$ cat src/rtl/dcmf_pkg.sv
// package: message types, character codes and formatting constants
`default_nettype none
package dcmf_pkg;

    // message geometry
    localparam int MSG_BYTES = 9;
    localparam int MSG_IDX_W = $clog2(MSG_BYTES);

    // default depth of the queue between front and back
    localparam int QUEUE_DEPTH_DEF = 2;

    // op codes
    localparam logic OP_ONE_NUM = 1'b0;
    localparam logic OP_TWO_NUM = 1'b1;

    // characters
    localparam logic [7:0] CHAR_ZERO  = 8'h30;
    localparam logic [7:0] CHAR_SPACE = 8'h20;
    localparam logic [7:0] CHAR_LF    = 8'h0a;

    // number limits and reciprocal of one hundred (v * 41 >> 12 for v < 1000)
    localparam logic [9:0]  NUMBER_MAX  = 10'd999;
    localparam logic [15:0] RECIP_100   = 16'd41;
    localparam int          RECIP_SHIFT = 12;

    // one formatted message, byte 0 goes out first
    typedef struct packed {
        logic [MSG_IDX_W-1:0]           last_idx;
        logic [MSG_BYTES-1:0][7:0]      bytes;
    } t_msg;

    // write side of the queue
    typedef struct packed {
        logic valid;
        t_msg msg;
    } t_q_wr;

    // head of the queue
    typedef struct packed {
        logic valid;
        t_msg msg;
    } t_q_head;

endpackage
`default_nettype wire

$ cat src/rtl/dcmf_if.sv
// interfaces: input item channel and output byte channel
`default_nettype none
interface dcmf_in_if;
    logic       valid;
    logic       ready;
    logic       op;
    logic [7:0] command_char;
    logic [7:0] number_a;
    logic [9:0] number_b;

    modport source (output valid, output op, output command_char, output number_a,
                    output number_b, input ready);
    modport sink   (input valid, input op, input command_char, input number_a,
                    input number_b, output ready);
endinterface

interface dcmf_out_if;
    logic       valid;
    logic       ready;
    logic [7:0] out_byte;
    logic       last_byte;

    modport source (output valid, output out_byte, output last_byte, input ready);
    modport sink   (input valid, input out_byte, input last_byte, output ready);
endinterface
`default_nettype wire

$ cat src/rtl/dcmf_front.sv
// front: accepts items, splits numbers into digits and builds the message
`default_nettype none
module dcmf_front (
    input  wire logic          i_clk,
    input  wire logic          i_rst_n,
    dcmf_in_if.sink            i_in,
    output dcmf_pkg::t_q_wr    o_wr,
    input  wire logic          i_wr_ready
);
    import dcmf_pkg::*;

    typedef struct packed {
        logic       op;
        logic [7:0] cmd;
        logic [9:0] num_a;
        logic [3:0] hund_a;
        logic [9:0] num_b;
        logic [3:0] hund_b;
    } t_s1;

    typedef struct packed {
        logic [1:0]      len;
        logic [2:0][7:0] ch;
    } t_num;

    logic        r_s1_valid;
    logic        n_s1_valid;
    t_s1         r_s1;
    t_s1         n_s1;
    logic [9:0]  clamped_b;
    logic [15:0] prod_a;
    logic [15:0] prod_b;
    t_num        dig_a;
    t_num        dig_b;
    t_msg        msg;

    // digits of a value below 1000 given its hundreds digit
    function automatic t_num to_digits(input logic [9:0] v, input logic [3:0] h);
        logic [9:0] diff;
        logic [6:0] rem;
        logic [6:0] ones_w;
        logic [3:0] t;
        logic [3:0] o;
        t_num       r;
        diff = v - ((10'(h) << 6) + (10'(h) << 5) + (10'(h) << 2));
        rem  = diff[6:0];
        t    = 4'd0;
        for (int i = 1; i < 10; i++) begin
            if (rem >= 7'(i * 10)) begin
                t = 4'(i);
            end
        end
        ones_w = rem - (7'(t) << 3) - (7'(t) << 1);
        o      = ones_w[3:0];
        r      = '0;
        if (h != 4'd0) begin
            r.len   = 2'd3;
            r.ch[0] = CHAR_ZERO + {4'd0, h};
            r.ch[1] = CHAR_ZERO + {4'd0, t};
            r.ch[2] = CHAR_ZERO + {4'd0, o};
        end else if (t != 4'd0) begin
            r.len   = 2'd2;
            r.ch[0] = CHAR_ZERO + {4'd0, t};
            r.ch[1] = CHAR_ZERO + {4'd0, o};
        end else begin
            r.len   = 2'd1;
            r.ch[0] = CHAR_ZERO + {4'd0, o};
        end
        return r;
    endfunction

    // stage 1: clamp and hundreds digit by reciprocal multiply
    always_comb begin
        clamped_b   = (i_in.number_b > NUMBER_MAX) ? NUMBER_MAX : i_in.number_b;
        prod_a      = 16'(i_in.number_a) * RECIP_100;
        prod_b      = 16'(clamped_b) * RECIP_100;
        n_s1.op     = i_in.op;
        n_s1.cmd    = i_in.command_char;
        n_s1.num_a  = {2'd0, i_in.number_a};
        n_s1.hund_a = prod_a[RECIP_SHIFT +: 4];
        n_s1.num_b  = clamped_b;
        n_s1.hund_b = prod_b[RECIP_SHIFT +: 4];
    end

    assign i_in.ready = !r_s1_valid || i_wr_ready;
    assign n_s1_valid = i_in.ready ? i_in.valid : r_s1_valid;

    // stage 1 register
    always_ff @(posedge i_clk) begin
        if (!i_rst_n) begin
            r_s1_valid <= 1'b0;
        end else begin
            r_s1_valid <= n_s1_valid;
        end
        if (i_in.valid && i_in.ready) begin
            r_s1 <= n_s1;
        end
    end

    // stage 2: tens and ones, then lay out the message bytes
    always_comb begin
        logic [MSG_IDX_W-1:0] k;
        dig_a = to_digits(r_s1.num_a, r_s1.hund_a);
        dig_b = to_digits(r_s1.num_b, r_s1.hund_b);
        msg          = '0;
        msg.bytes[0] = r_s1.cmd;
        k            = MSG_IDX_W'(1);
        if (r_s1.op == OP_TWO_NUM) begin
            for (int i = 0; i < 3; i++) begin
                if (2'(i) < dig_a.len) begin
                    msg.bytes[k] = dig_a.ch[i];
                    k            = k + MSG_IDX_W'(1);
                end
            end
            msg.bytes[k] = CHAR_SPACE;
            k            = k + MSG_IDX_W'(1);
        end
        for (int i = 0; i < 3; i++) begin
            if (2'(i) < dig_b.len) begin
                msg.bytes[k] = dig_b.ch[i];
                k            = k + MSG_IDX_W'(1);
            end
        end
        msg.bytes[k] = CHAR_LF;
        msg.last_idx = k;
    end

    assign o_wr.valid = r_s1_valid;
    assign o_wr.msg   = msg;

endmodule
`default_nettype wire

$ cat src/rtl/dcmf_queue.sv
// queue: short message fifo between front and back
`default_nettype none
module dcmf_queue #(
    parameter int DEPTH = dcmf_pkg::QUEUE_DEPTH_DEF
) (
    input  wire logic          i_clk,
    input  wire logic          i_rst_n,
    input  wire dcmf_pkg::t_q_wr i_wr,
    output logic               o_wr_ready,
    output dcmf_pkg::t_q_head  o_head,
    input  wire logic          i_pop
);
    import dcmf_pkg::*;

    localparam int PTR_W = $clog2(DEPTH);
    localparam int CNT_W = $clog2(DEPTH + 1);

    t_msg             r_mem [DEPTH];
    logic [PTR_W-1:0] r_wr_ptr;
    logic [PTR_W-1:0] r_rd_ptr;
    logic [CNT_W-1:0] r_count;
    logic             do_wr;
    logic             do_rd;

    assign o_wr_ready  = (r_count != CNT_W'(DEPTH));
    assign do_wr       = i_wr.valid && o_wr_ready;
    assign do_rd       = i_pop && (r_count != '0);
    assign o_head.valid = (r_count != '0);
    assign o_head.msg   = r_mem[r_rd_ptr];

    // storage
    always_ff @(posedge i_clk) begin
        if (do_wr) begin
            r_mem[r_wr_ptr] <= i_wr.msg;
        end
    end

    // pointers and fill count
    always_ff @(posedge i_clk) begin
        if (!i_rst_n) begin
            r_wr_ptr <= '0;
            r_rd_ptr <= '0;
            r_count  <= '0;
        end else begin
            if (do_wr) begin
                r_wr_ptr <= (r_wr_ptr == PTR_W'(DEPTH - 1)) ? '0 : r_wr_ptr + PTR_W'(1);
            end
            if (do_rd) begin
                r_rd_ptr <= (r_rd_ptr == PTR_W'(DEPTH - 1)) ? '0 : r_rd_ptr + PTR_W'(1);
            end
            if (do_wr && !do_rd) begin
                r_count <= r_count + CNT_W'(1);
            end else if (!do_wr && do_rd) begin
                r_count <= r_count - CNT_W'(1);
            end
        end
    end

endmodule
`default_nettype wire

$ cat src/rtl/dcmf_back.sv
// back: walks the head message and sends one byte per cycle while the output is ready
`default_nettype none
module dcmf_back (
    input  wire logic          i_clk,
    input  wire logic          i_rst_n,
    input  wire dcmf_pkg::t_q_head i_head,
    output logic               o_pop,
    dcmf_out_if.source         o_out
);
    import dcmf_pkg::*;

    logic [MSG_IDX_W-1:0] r_idx;
    logic                 r_out_valid;
    logic [7:0]           r_out_byte;
    logic                 r_out_last;
    logic                 load;
    logic                 at_last;

    assign load    = i_head.valid && (!r_out_valid || o_out.ready);
    assign at_last = (r_idx == i_head.msg.last_idx);
    assign o_pop   = load && at_last;

    // byte index and output valid
    always_ff @(posedge i_clk) begin
        if (!i_rst_n) begin
            r_idx       <= '0;
            r_out_valid <= 1'b0;
        end else begin
            if (load) begin
                r_idx       <= at_last ? '0 : r_idx + MSG_IDX_W'(1);
                r_out_valid <= 1'b1;
            end else if (o_out.ready) begin
                r_out_valid <= 1'b0;
            end
        end
    end

    // output payload register
    always_ff @(posedge i_clk) begin
        if (load) begin
            r_out_byte <= i_head.msg.bytes[r_idx];
            r_out_last <= at_last;
        end
    end

    assign o_out.valid     = r_out_valid;
    assign o_out.out_byte  = r_out_byte;
    assign o_out.last_byte = r_out_last;

endmodule
`default_nettype wire

$ cat src/rtl/decimal_command_message_formatter.sv
// top level: command message formatter, front, queue and back
// a message passes the stage 1 register, the queue and the output register
// one byte per cycle while the output is ready; a message is 3 to 9 bytes long
// the front takes an item every cycle until the message queue fills
// the queue depth (QUEUE_DEPTH messages) sets how far the front runs ahead
// reset: synchronous active low, empties the queue and drops all pending bytes
`default_nettype none
module decimal_command_message_formatter #(
    parameter int QUEUE_DEPTH = dcmf_pkg::QUEUE_DEPTH_DEF
) (
    input  wire logic i_clk,
    input  wire logic i_rst_n,
    dcmf_in_if.sink   i_in,
    dcmf_out_if.source o_out
);
    import dcmf_pkg::*;

    t_q_wr   q_wr;
    logic    q_wr_ready;
    t_q_head q_head;
    logic    q_pop;

    // accept and format
    dcmf_front u_front (
        .i_clk      (i_clk),
        .i_rst_n    (i_rst_n),
        .i_in       (i_in),
        .o_wr       (q_wr),
        .i_wr_ready (q_wr_ready)
    );

    // message queue
    dcmf_queue #(
        .DEPTH (QUEUE_DEPTH)
    ) u_queue (
        .i_clk      (i_clk),
        .i_rst_n    (i_rst_n),
        .i_wr       (q_wr),
        .o_wr_ready (q_wr_ready),
        .o_head     (q_head),
        .i_pop      (q_pop)
    );

    // byte sender
    dcmf_back u_back (
        .i_clk   (i_clk),
        .i_rst_n (i_rst_n),
        .i_head  (q_head),
        .o_pop   (q_pop),
        .o_out   (o_out)
    );

endmodule
`default_nettype wire

$ cat src/flat_wrapper.sv
// flat-port wrapper written by rule: the top's interface ports become plain ports
module decimal_command_message_formatter_flat import dcmf_pkg::*;
#(
    parameter int QUEUE_DEPTH = dcmf_pkg::QUEUE_DEPTH_DEF
)
  (i_clk, i_rst_n, i_in_valid, i_in_op, i_in_command_char, i_in_number_a, i_in_number_b, i_in_ready, o_out_valid, o_out_out_byte, o_out_last_byte, o_out_ready);
  dcmf_in_if i_in_i ();
  dcmf_out_if o_out_i ();
  input  wire logic i_clk;
  input  wire logic i_rst_n;
  input wire logic [$bits(i_in_i.valid)-1:0] i_in_valid;
  input wire logic [$bits(i_in_i.op)-1:0] i_in_op;
  input wire logic [$bits(i_in_i.command_char)-1:0] i_in_command_char;
  input wire logic [$bits(i_in_i.number_a)-1:0] i_in_number_a;
  input wire logic [$bits(i_in_i.number_b)-1:0] i_in_number_b;
  output wire logic [$bits(i_in_i.ready)-1:0] i_in_ready;
  output wire logic [$bits(o_out_i.valid)-1:0] o_out_valid;
  output wire logic [$bits(o_out_i.out_byte)-1:0] o_out_out_byte;
  output wire logic [$bits(o_out_i.last_byte)-1:0] o_out_last_byte;
  input wire logic [$bits(o_out_i.ready)-1:0] o_out_ready;
  assign i_in_i.valid = i_in_valid;
  assign i_in_i.op = i_in_op;
  assign i_in_i.command_char = i_in_command_char;
  assign i_in_i.number_a = i_in_number_a;
  assign i_in_i.number_b = i_in_number_b;
  assign i_in_ready = i_in_i.ready;
  assign o_out_valid = o_out_i.valid;
  assign o_out_out_byte = o_out_i.out_byte;
  assign o_out_last_byte = o_out_i.last_byte;
  assign o_out_i.ready = o_out_ready;
  decimal_command_message_formatter #(.QUEUE_DEPTH(QUEUE_DEPTH)) u_core (.i_clk(i_clk), .i_rst_n(i_rst_n), .i_in(i_in_i), .o_out(o_out_i));
endmodule
$ cat config.mk
export PLATFORM = sky130hd
export DESIGN_NAME = decimal_command_message_formatter_flat
export DESIGN_NICKNAME = d
export VERILOG_FILES = /design/src/rtl/dcmf_pkg.sv /design/src/rtl/dcmf_if.sv /design/src/rtl/dcmf_front.sv /design/src/rtl/dcmf_queue.sv /design/src/rtl/dcmf_back.sv /design/src/rtl/decimal_command_message_formatter.sv /design/src/flat_wrapper.sv
export SDC_FILE = /design/constraint.sdc
export NUM_CORES = 1
export LEC_CHECK = 0
export CAP_MARGIN = 10
export CELL_PAD_IN_SITES_DETAIL_PLACEMENT = 0
export CELL_PAD_IN_SITES_GLOBAL_PLACEMENT = 1
export CORE_ASPECT_RATIO = 0.75
export CORE_MARGIN = 2
export CORE_UTILIZATION = 53
export DETAILED_ROUTE_END_ITERATION = 16
export DONT_BUFFER_PORTS = 1
export PLACE_DENSITY_LB_ADDON = 0.1
export SETUP_SLACK_MARGIN = 0.1
export SYNTH_ARGS = -nofsm -noshare
export SYNTH_HDL_FRONTEND = slang
export SYNTH_SLANG_ARGS = --single-unit
$ cat constraint.sdc
create_clock -name i_clk -period 5.2 [get_ports i_clk]
set_clock_uncertainty 0.1 [all_clocks]
set_input_delay 0.26 -clock i_clk [delete_from_list [all_inputs] [get_ports i_clk]]
set_output_delay 0.26 -clock i_clk [all_outputs]
set_load 0.02 [all_outputs]
Word-level counts from Yosys, hierarchy flattened
Memory sizes are Yosys's and may differ from the RTL's. A register that Yosys moved wholly into a read port is not among the register bits.
Cells that the tools add are included.
W data, S select, Z words.
- logic and storage cells: 202
- memories kept: 1
- bits of input ports: 31
- register bits after elaboration: 48
- RAM bits: 152
- output and inout port bits: 11
- memories (memory ; words ; width ; rd ports ; clocked after memory_dff ; write ports ; RTL line ; text):
    u_core.u_queue.r_mem ; 2 ; 76 ; 1 ; 1 ; 1 ; dcmf_queue.sv:18 ; t_msg r_mem [DEPTH];
- reduce and logical (&&, ||, !) cells: 27
- $add $sub $neg: 27
- equality and inequality tests: 2
- magnitude comparators: 40
- mux-type cells: 83
- $mul: 2
- bitwise logic cells: 6
- operators with widths (cell ; number):
    $mux W72 ; 8
    $bwmux W72 ; 5
    $demux W8 S4 ; 7
    $mux W4 ; 20
    $mux W8 ; 10
    $and A63 B63 Y63 ; 1
    $not A63 Y63 ; 1
    $and A54 B54 Y54 ; 1
    $not A54 Y54 ; 1
    $ge A7 B6 Y1 const B ; 6
    $ge A7 B7 Y1 const B ; 6
    $mux W7 ; 6
    $lt A4 B5 Y1 const B ; 8
    $add A6 B4 Y7 const A ; 5
    $bmux W8 S4 ; 1
    $add A4 B1 Y4 const B ; 7
    $ge A4 B1 Y1 const B ; 7
    $ge A7 B5 Y1 const B ; 4
    $mux W2 ; 9
    $or A18 B18 Y18 ; 1
    $mul A10 B6 Y16 const B ; 1
    $mux W16 ; 1
    $reduce_bool A4 Y1 ; 4
    $sub A4 B4 Y4 ; 4
    24 further kinds ; 63

Depth between registers and ports, before layout
Gate-level depths: netlist of the first run.
- depth in word-level cells: 39
- mapped depth: 20

Hierarchy
Synthesis of the first run repeated with hierarchy kept, for this count alone.
- cells, all modules: 1088
- area, all modules: 12537.0 um^2
- modules (own cells, without submodules) (module ; sequential area each (um^2) ; area each (um^2) ; instances ; cells an instance):
    dcmf_queue ; 4664.5 ; 5730.5 ; 1 ; 260
    dcmf_front ; 890.9 ; 5649.2 ; 1 ; 718
    dcmf_back ; 370.4 ; 1157.4 ; 1 ; 110

Least setup slack after synthesis of the first run
OpenSTA, ideal clock, no wires.
- path type: register to register
- from: register u_core.u_front.r_s1[0] (netlist name)
- to: memory u_core.u_queue.r_mem[0][49] (netlist name), data pin
- stages on the path, launching flop included: 19
- setup slack: 555 ps
- arrival: 4282 ps
- clock period less this slack: 4645 ps
- setup time: 263 ps
- required time: 4837 ps
- cells stage by stage: edfxtp_1 > ha_1 > ha_1 > inv_1 > ha_1 > buf_2 > or2_1 > o211ai_1 > o211a_1 > nand3_1 > o21a_1 > ha_1 > nor2_1 > nor2_1 > a22o_1 > xnor2_2 > nor2_1 > and3_1 > a211o_1
- RTL lines (element ; RTL line ; text):
    start, declared ; dcmf_front.sv:28 ; t_s1 r_s1;
    start signal, assigned ; dcmf_front.sv:96 ; r_s1 <= n_s1;
    end, declared ; dcmf_queue.sv:18 ;

==> reports/qor.txt, run 1 <==
Failing checks: DRC
Core Box Area: 19,500 sq um
Avg Cell Area, Syn: 11.5 sq um
Worst path arrival time: 5020 ps
Antenna-violating nets left: 0
Worst Setup Start Kind: flip-flop
Layout cells sized above 1: 14.4%
Peak VDD IR: 0.405 mV
Hold Slack: 87.3 ps
Synth Register Bits: 167
F_max: 202 MHz
Post-layout util: 61.5%
I/O pin total: 42
1st-iter DRT viols: 773
HPWL after DPL: 20,500 um
P&R area growth vs syn: 13.1%
Post-synth cell types: 82
Fin. max-slew vios: 0
Syn nets: 1,055
Final count of hold timing violations: 0
Most common cell after layout, fill and taps aside: edfxtp_1
RSZ-0062 raised after global routing: false
Total number of vias: 7,714
Register area share after synthesis: 46.3%
Die height: 126 um
Largest net degree at the start of global routing: 61
Drt first pass iters: 13
Power Dens Cells: 526 nW/um^2
Slew headroom: 33.5%
Worst hold path type: in2reg
Final worst path period share: 95.1%
Final setup fails: 0
Gr ovfl total: 0
CTS sink cnt: 167
Vias per cell: 6.26
Post-Syn Area: 10,600 sq um
Async S/R FF share, synth: 0%
Clock Latency Late Sink: 430 ps
Buffers on Ports: 0
Crit path capture type: flip-flop
Post-Synthesis Cells: 919
Die ar.: 21,200 sq um
CTS Buf Count: 17
Routability cong.: 0.956
Clock slew at reported path FFs: 70 ps
Period minus WS final: 4950 ps
Clock Path Buffers: 2
# diodes: 0
WP data required: 5270 ps
Filler instances: 1,604
DIE WIDTH: 167 um
Initial antenna violation count: 0
Vias in the first global route: 7,566
Max_cap viols: 0
Most frequent cells in the layout: 156 x edfxtp_1, 97 x ha_1, 85 x inv_1
Post-layout nets: 1,103
Num rows: 44
Measured slew at the worst slew-check pin: 994 ps
Leak: 4.74 nW
First-pass GRT wire length: 43,100 um
Remaining DRCs: 2
CTS tree: done
Total Routing Usage GR: 26.9%
Post-synth EDFFs: 156
Status: complete, but fails checks
# H-tree levels: 4
Root Driver: clkbuf_16
Drt total wl: 27,300 um
Critical path type: reg2reg
Synth warn: 0
Primary FF master, synth: edfxtp_1
Initial core utilization: 54.4%
CP max FO: 15
DR WL/cell: 22.2 um
## worst max-delay path, stage by stage (launching register included)
cell	delay (ps)
edfxtp_1	460
ha_1	350
inv_1	50
ha_1	300
buf_4	220
nor3_1	80
o32a_1	190
a21oi_1	310
nand2_1	130
o21ai_1	330
ha_2	470
inv_1	150
nand2_1	70
o21ai_1	440
nand3_1	280
nand2_1	170
a211oi_1	70
a2111oi_2	500
## power breakdown
group          switching, mW  internal, mW
logic                   2.00          1.17
registers              0.104          1.74
clock network          0.608         0.680
## path summary, 6_finish.rpt
check / startpoint / slack, ps / end / depth (start not counted)
worst max register to register: u_core.u_front.r_s1[15]$_DFFE_PP_ / 250 / u_core.u_queue.r_mem[0][24]$_DFFE_PP_ / 17
worst max-delay path: u_core.u_front.r_s1[15]$_DFFE_PP_ / 250 / u_core.u_queue.r_mem[0][24]$_DFFE_PP_ / 17
worst min register to register: u_core.u_front.r_s1[33]$_DFFE_PP_ / 440 / u_core.u_queue.r_mem[0][5]$_DFFE_PP_ / 1
worst min-delay path: i_in_number_b[3] / 90 / u_core.u_front.r_s1[7]$_DFFE_PP_ / 1
## through the flow
stage / TNS (ps) / instances / instance area (sq um) / setup slack (ps) / total power [mW]
finish: 0 / 1233 / 12000 / 253 / 6.30
global route: 0 / 1233 / 12000 / 121 / 6.61
CTS: 0 / 1229 / 11900 / 111 / 6.20
detailed placement: -194 / 1173 / 11100 / -96.9 / 4.86
global placement: 0 / 1173 / 11100 / 5.16 / 4.81
floorplan: 0 / 919 / 10600 / 555 / 3.82
## cell type report
class / count / area [sq um] / share of cell area, %
clock buffer: 18 / 450 / 3.76
inverter: 86 / 323 / 2.69
clock inverter: 14 / 170 / 1.42
multi-input combinational: 633 / 5300 / 44.2
sequential: 167 / 4910 / 40.9
timing repair buffer: 62 / 526 / 4.38
tap: 253 / 317 / 2.64
## synth_stat cells (4+ instances only)
master,n,area share [%]
edfxtp_1,156,44
ha_1,99,12
inv_1,85,3.0
nor2_1,84,3.0
nand2_1,55,1.9
a21oi_1,46,2.2
mux4_2,30,6.4
o21ai_0,27,1.3
clkbuf_1,25,0.88
nand3_1,20,0.94
mux2i_1,18,1.7
xnor2_1,17,1.4
nor3_1,15,0.71
o22ai_1,15,0.88
a211oi_1,14,0.99
dfxtp_1,11,2.1
xor2_1,11,0.91
a31oi_1,9,0.53
or2_2,9,0.53
and3_1,8,0.47
o211ai_1,8,0.57
a21o_1,7,0.50
and2_1,7,0.41
a22oi_1,6,0.42
fa_1,6,1.1
nand2b_1,6,0.35
nor2b_1,6,0.35
o21a_1,6,0.42
o221ai_1,6,0.50
a32oi_1,5,0.41
buf_1,5,0.18
nor4_1,5,0.29
o211a_1,5,0.47
a2111oi_0,4,0.33
a21boi_0,4,0.28
nand3b_1,4,0.28
## layer usage
metal | part of all wire [%] | global-route usage, % | up-vias
li1 | - | - | 3534
met1 | 46 | 39.8 | 3803
met2 | 43 | 39.6 | 342
met3 | 9.8 | 8.02 | 35
met4 | 1.2 | 5.58 | 0
met5 | 0 | 0 | -
## state kept, by name (all words and copies together), names as in the netlist, named ones only
register / count
u_core.u_queue.r_count: 2
u_core.u_queue.r_wr_ptr: 1
u_core.u_queue.r_mem: 118
u_core.u_queue.r_rd_ptr: 1
u_core.u_back.r_idx: 4
u_core.u_back.o_out.out_byte: 8
u_core.u_back.o_out.last_byte: 1
u_core.u_back.o_out.valid: 1
u_core.u_front.r_s1: 29
u_core.u_front.r_s1_valid: 1
## cell families (layout without fill, tap and decap cells)
group / Yosys count / after routing / synth area share (%)
AND/OR/NAND/NOR: 243 / 243 / 11.3
AO/OA/AOI/OAI: 194 / 194 / 12.5
flip-flops: 167 / 167 / 46.3
buffers and inverters: 119 / 180 / 4.27
adder cells (fa/ha/maj): 106 / 106 / 12.9
multiplexers: 51 / 51 / 8.39
XOR/XNOR: 39 / 39 / 4.44
## repair_timing
item                                   in CTS  in global routing
pin swaps                                   0                  2
setup endpoints to repair                   8                 78
gates resized for setup                     4                  5
hold buffers                               24                  0
buffers inserted                            0                  4
endpoints found under the hold margin      32                  0
Note: power is estimated with default switching activity, not from simulation.
==> run 2, diff against run 1 <==
Settings changed: CORE_ASPECT_RATIO 0.75 to not set.
==> run 2 against run 1 <==
Against the previous run:
- the run now ends clean
- sequential cell count unchanged
- largest cell class unchanged
- routed wire length decreased by 3.2%
- die area about the same
- hold slack got worse by 63 ps
- global-route usage decreased by 1.1 points
- clock-buffer cell count decreased by 1
- critical path depth unchanged
- total power decreased by 2.1%
- non-clock buffer count decreased by 9
- final area decreased by 0.76%
==> reports/qor.txt, run 2 (synthesis gave the netlist of run 1 again) <==
GR peak layer: met2 (was met1)
M1 GR Usage: 32.5% (was 39.8%)
Placed cell count: 1,181 (was 1,173)
Vias per cell: 6.06 (was 6.26)
Worst path arrival time: 4900 ps (was 5020 ps)
Hold depth: 2 (was 1)
Root Driver: clkbuf_16 (unchanged)
1st-iter DRT viols: 668 (was 773)
Pre-CTS WS: 109 ps (was -96.9 ps)
Post-CTS setup buffer count: 0 (unchanged)
Final Cell Area: 11,900 sq um (was 12,000 sq um)
Total Routing Usage GR: 25.8% (was 26.9%)
Final worst path period share: 92.8% (was 95.1%)
First-pass GRT wire length: 42,300 um (was 43,100 um)
Worst hold path type: in2reg (unchanged)
Reg2Reg Depth: 17 (unchanged)
Initial antenna violation count: 0 (unchanged)
Most frequent cells in the layout: 156 x edfxtp_1, 98 x ha_1, 85 x inv_1 (was 156 x edfxtp_1, 97 x ha_1, 85 x inv_1)
Logic pwr share: 49.7% (was 50.3%)
Clock slew at reported path FFs: 70 ps (about the same)
Die ar.: 21,200 sq um (about the same)
CTS tree: done (unchanged)
CTS sink cnt: 167 (unchanged)
Final setup fails: 0 (unchanged)
Num rows: 51 (was 44)
Sw Pwr: 2.66 mW (was 2.71 mW)
RSZ-0062 raised after global routing: false (unchanged)
R2r endpoint: u_core.u_queue.r_mem[1][49]$_DFFE_PP_ (was u_core.u_queue.r_mem[0][24]$_DFFE_PP_)
Critical path type: reg2reg (unchanged)
Met2 usage: 45.1% (was 39.6%)
Drt first pass iters: 5 (was 13)
Die height: 145 um (was 126 um)
WP data required: 5270 ps (about the same)
Crit path capture type: flip-flop (unchanged)
CTS Buf Count: 17 (unchanged)
HPWL after DPL: 19,600 um (was 20,500 um)
Buffers on Ports: 0 (unchanged)
Drt total wl: 26,500 um (was 27,300 um)
Post-layout nets: 1,094 (was 1,103)
FF-to-FF Start: u_core.u_front.r_s1[0]$_DFFE_PP_ (was u_core.u_front.r_s1[15]$_DFFE_PP_)
Total number of vias: 7,495 (was 7,714)
Power share of the clock group: 20.7% (was 20.4%)
Peak VDD IR: 0.287 mV (was 0.405 mV)
Final setup margin: 376 ps (was 253 ps)
Non-Filler Instances: 1,236 (was 1,233)
Final count of hold timing violations: 0 (unchanged)
Period minus WS final: 4820 ps (was 4950 ps)
Fin. max-slew vios: 0 (unchanged)
Leak: 4.68 nW (was 4.74 nW)
Sequential power share: 29.6% (was 29.3%)
WHS Endpoint: u_core.u_back.o_out.valid$_SDFFE_PN0P_ (was u_core.u_front.r_s1[7]$_DFFE_PP_)
Initial core utilization: 54.3% (was 54.4%)
Max_cap viols: 0 (unchanged)
DR WL/cell: 21.4 um (was 22.2 um)
FF-to-FF setup slack: 380 ps (was 250 ps)
Worst hold path startpoint: o_out_ready (was i_in_number_b[3])
Status: completed (was complete, but fails checks)
CP max FO: 10 (was 15)
Largest net degree at the start of global routing: 61 (unchanged)
Placed cell area: 11,000 sq um (was 11,100 sq um)
# H-tree levels: 4 (unchanged)
Measured slew at the worst slew-check pin: 1080 ps (was 994 ps)
Worst Setup Start Kind: flip-flop (unchanged)
Post-layout power: 6.17 mW (was 6.30 mW)
I/O pin total: 42 (unchanged)
Gr ovfl total: 0 (unchanged)
Remaining DRCs: 0 (was 2)
Layout cells sized above 1: 13.6% (was 14.4%)
Slew headroom: 27.5% (was 33.5%)
Vias in the first global route: 7,707 (was 7,566)
F_max: 207 MHz (was 202 MHz)
Most common cell after layout, fill and taps aside: edfxtp_1 (unchanged)
Top reg by flops: u_core.u_queue.r_mem (unchanged)
Antenna-violating nets left: 0 (unchanged)
P&R area growth vs syn: 12.2% (was 13.1%)
Core Box Area: 19,500 sq um (about the same)
Switching part of the total: 43.1% (about the same)
Largest register FFs: 118 (unchanged)
DIE WIDTH: 145 um (was 167 um)
Met3 usage: 5.14% (was 8.02%)
Filler instances: 1,601 (was 1,604)
Power Dens Cells: 518 nW/um^2 (was 526 nW/um^2)
# diodes: 0 (unchanged)
Total Neg Setup Slack: 0 ps (unchanged)
Clock Latency Late Sink: 430 ps (about the same)
Routability cong.: 1.01 (was 0.956)
Int Pwr: 3.51 mW (was 3.59 mW)
Clock Path Buffers: 2 (unchanged)
==> run 2: how the worst max path moves through the flow <==
stage / startpoint / endpoint / slack, ps / cells after the start
after floorplan: u_core.u_front.r_s1[0]$_DFFE_PP_ / u_core.u_queue.r_mem[0][49]$_DFFE_PP_ / 550 / 18
after global placement: u_core.u_front.r_s1[15]$_DFFE_PP_ / u_core.u_queue.r_mem[1][67]$_DFFE_PP_ / 70 / 13
after detailed placement: u_core.u_front.r_s1[15]$_DFFE_PP_ / u_core.u_queue.r_mem[0][67]$_DFFE_PP_ / 110 / 13
after CTS: u_core.u_front.r_s1[15]$_DFFE_PP_ / u_core.u_queue.r_mem[0][11]$_DFFE_PP_ / 100 / 16
after global routing: u_core.u_front.r_s1[0]$_DFFE_PP_ / u_core.u_queue.r_mem[1][49]$_DFFE_PP_ / 110 / 17
final: u_core.u_front.r_s1[0]$_DFFE_PP_ / u_core.u_queue.r_mem[1][49]$_DFFE_PP_ / 380 / 17
==> run 2: layout make-up <==
class | count | area [sq um] | area share [%]
Tap cell | 265 | 332 | 2.79
Clock inverter | 15 | 178 | 1.49
Multi-Input combinational cell | 633 | 5280 | 44.4
Timing Repair Buffer | 53 | 455 | 3.83
Clock buffer | 17 | 425 | 3.58
Inverter | 86 | 323 | 2.71
Sequential cell | 167 | 4910 | 41.2
==> run 2: repair_timing <==
item                                    4_1_cts  5_1_grt
resized for setup                             1        6
pin swaps                                     0        0
hold buffers                                 23        0
hold endpoints to repair                     32        0
endpoints found under the setup margin        2       60
cloned                                        0        0
==> run 2: worst max-delay path, cell delays in order (launching register included) <==
cell      delay [ps]
edfxtp_1         440
ha_1             330
ha_1             270
inv_1             40
ha_1             390
o211ai_1         190
nand3b_1         340
xor2_4           310
nand3_2          250
xnor2_1          310
ha_1             250
nand2_1           90
a22o_1           280
xnor2_2          170
buf_4            200
nor2_1            80
and3_1           270
a211o_1          270
==> run 2: power by group through the flow <==
stage	Sequential [mW]	Combinational, mW	Clock (mW)
floorplan	1.82	2.00	0
global placement	1.85	2.93	0
detailed placement	1.86	2.97	0
CTS	1.83	3.00	1.29
global route	1.84	3.31	1.35
finish	1.83	3.07	1.27
==> run 2: per-layer routing <==
| metal | part of all wire [%] | wire length (um) |
|---|---|---|
| met5 | 0 | 0 |
| met4 | 2.3 | 603 |
| met2 | 51 | 13400 |
| met1 | 41 | 10900 |
| met3 | 5.9 | 1560 |
==> run 2: stage by stage <==
step           util, %  hold WS, ps
6_report          60.9         24.7
5_1_grt           60.9         23.5
4_1_cts           60.9         18.6
3_5_place_dp      56.5          259
3_3_place_gp      56.5          259
2_1_floorplan        -          259
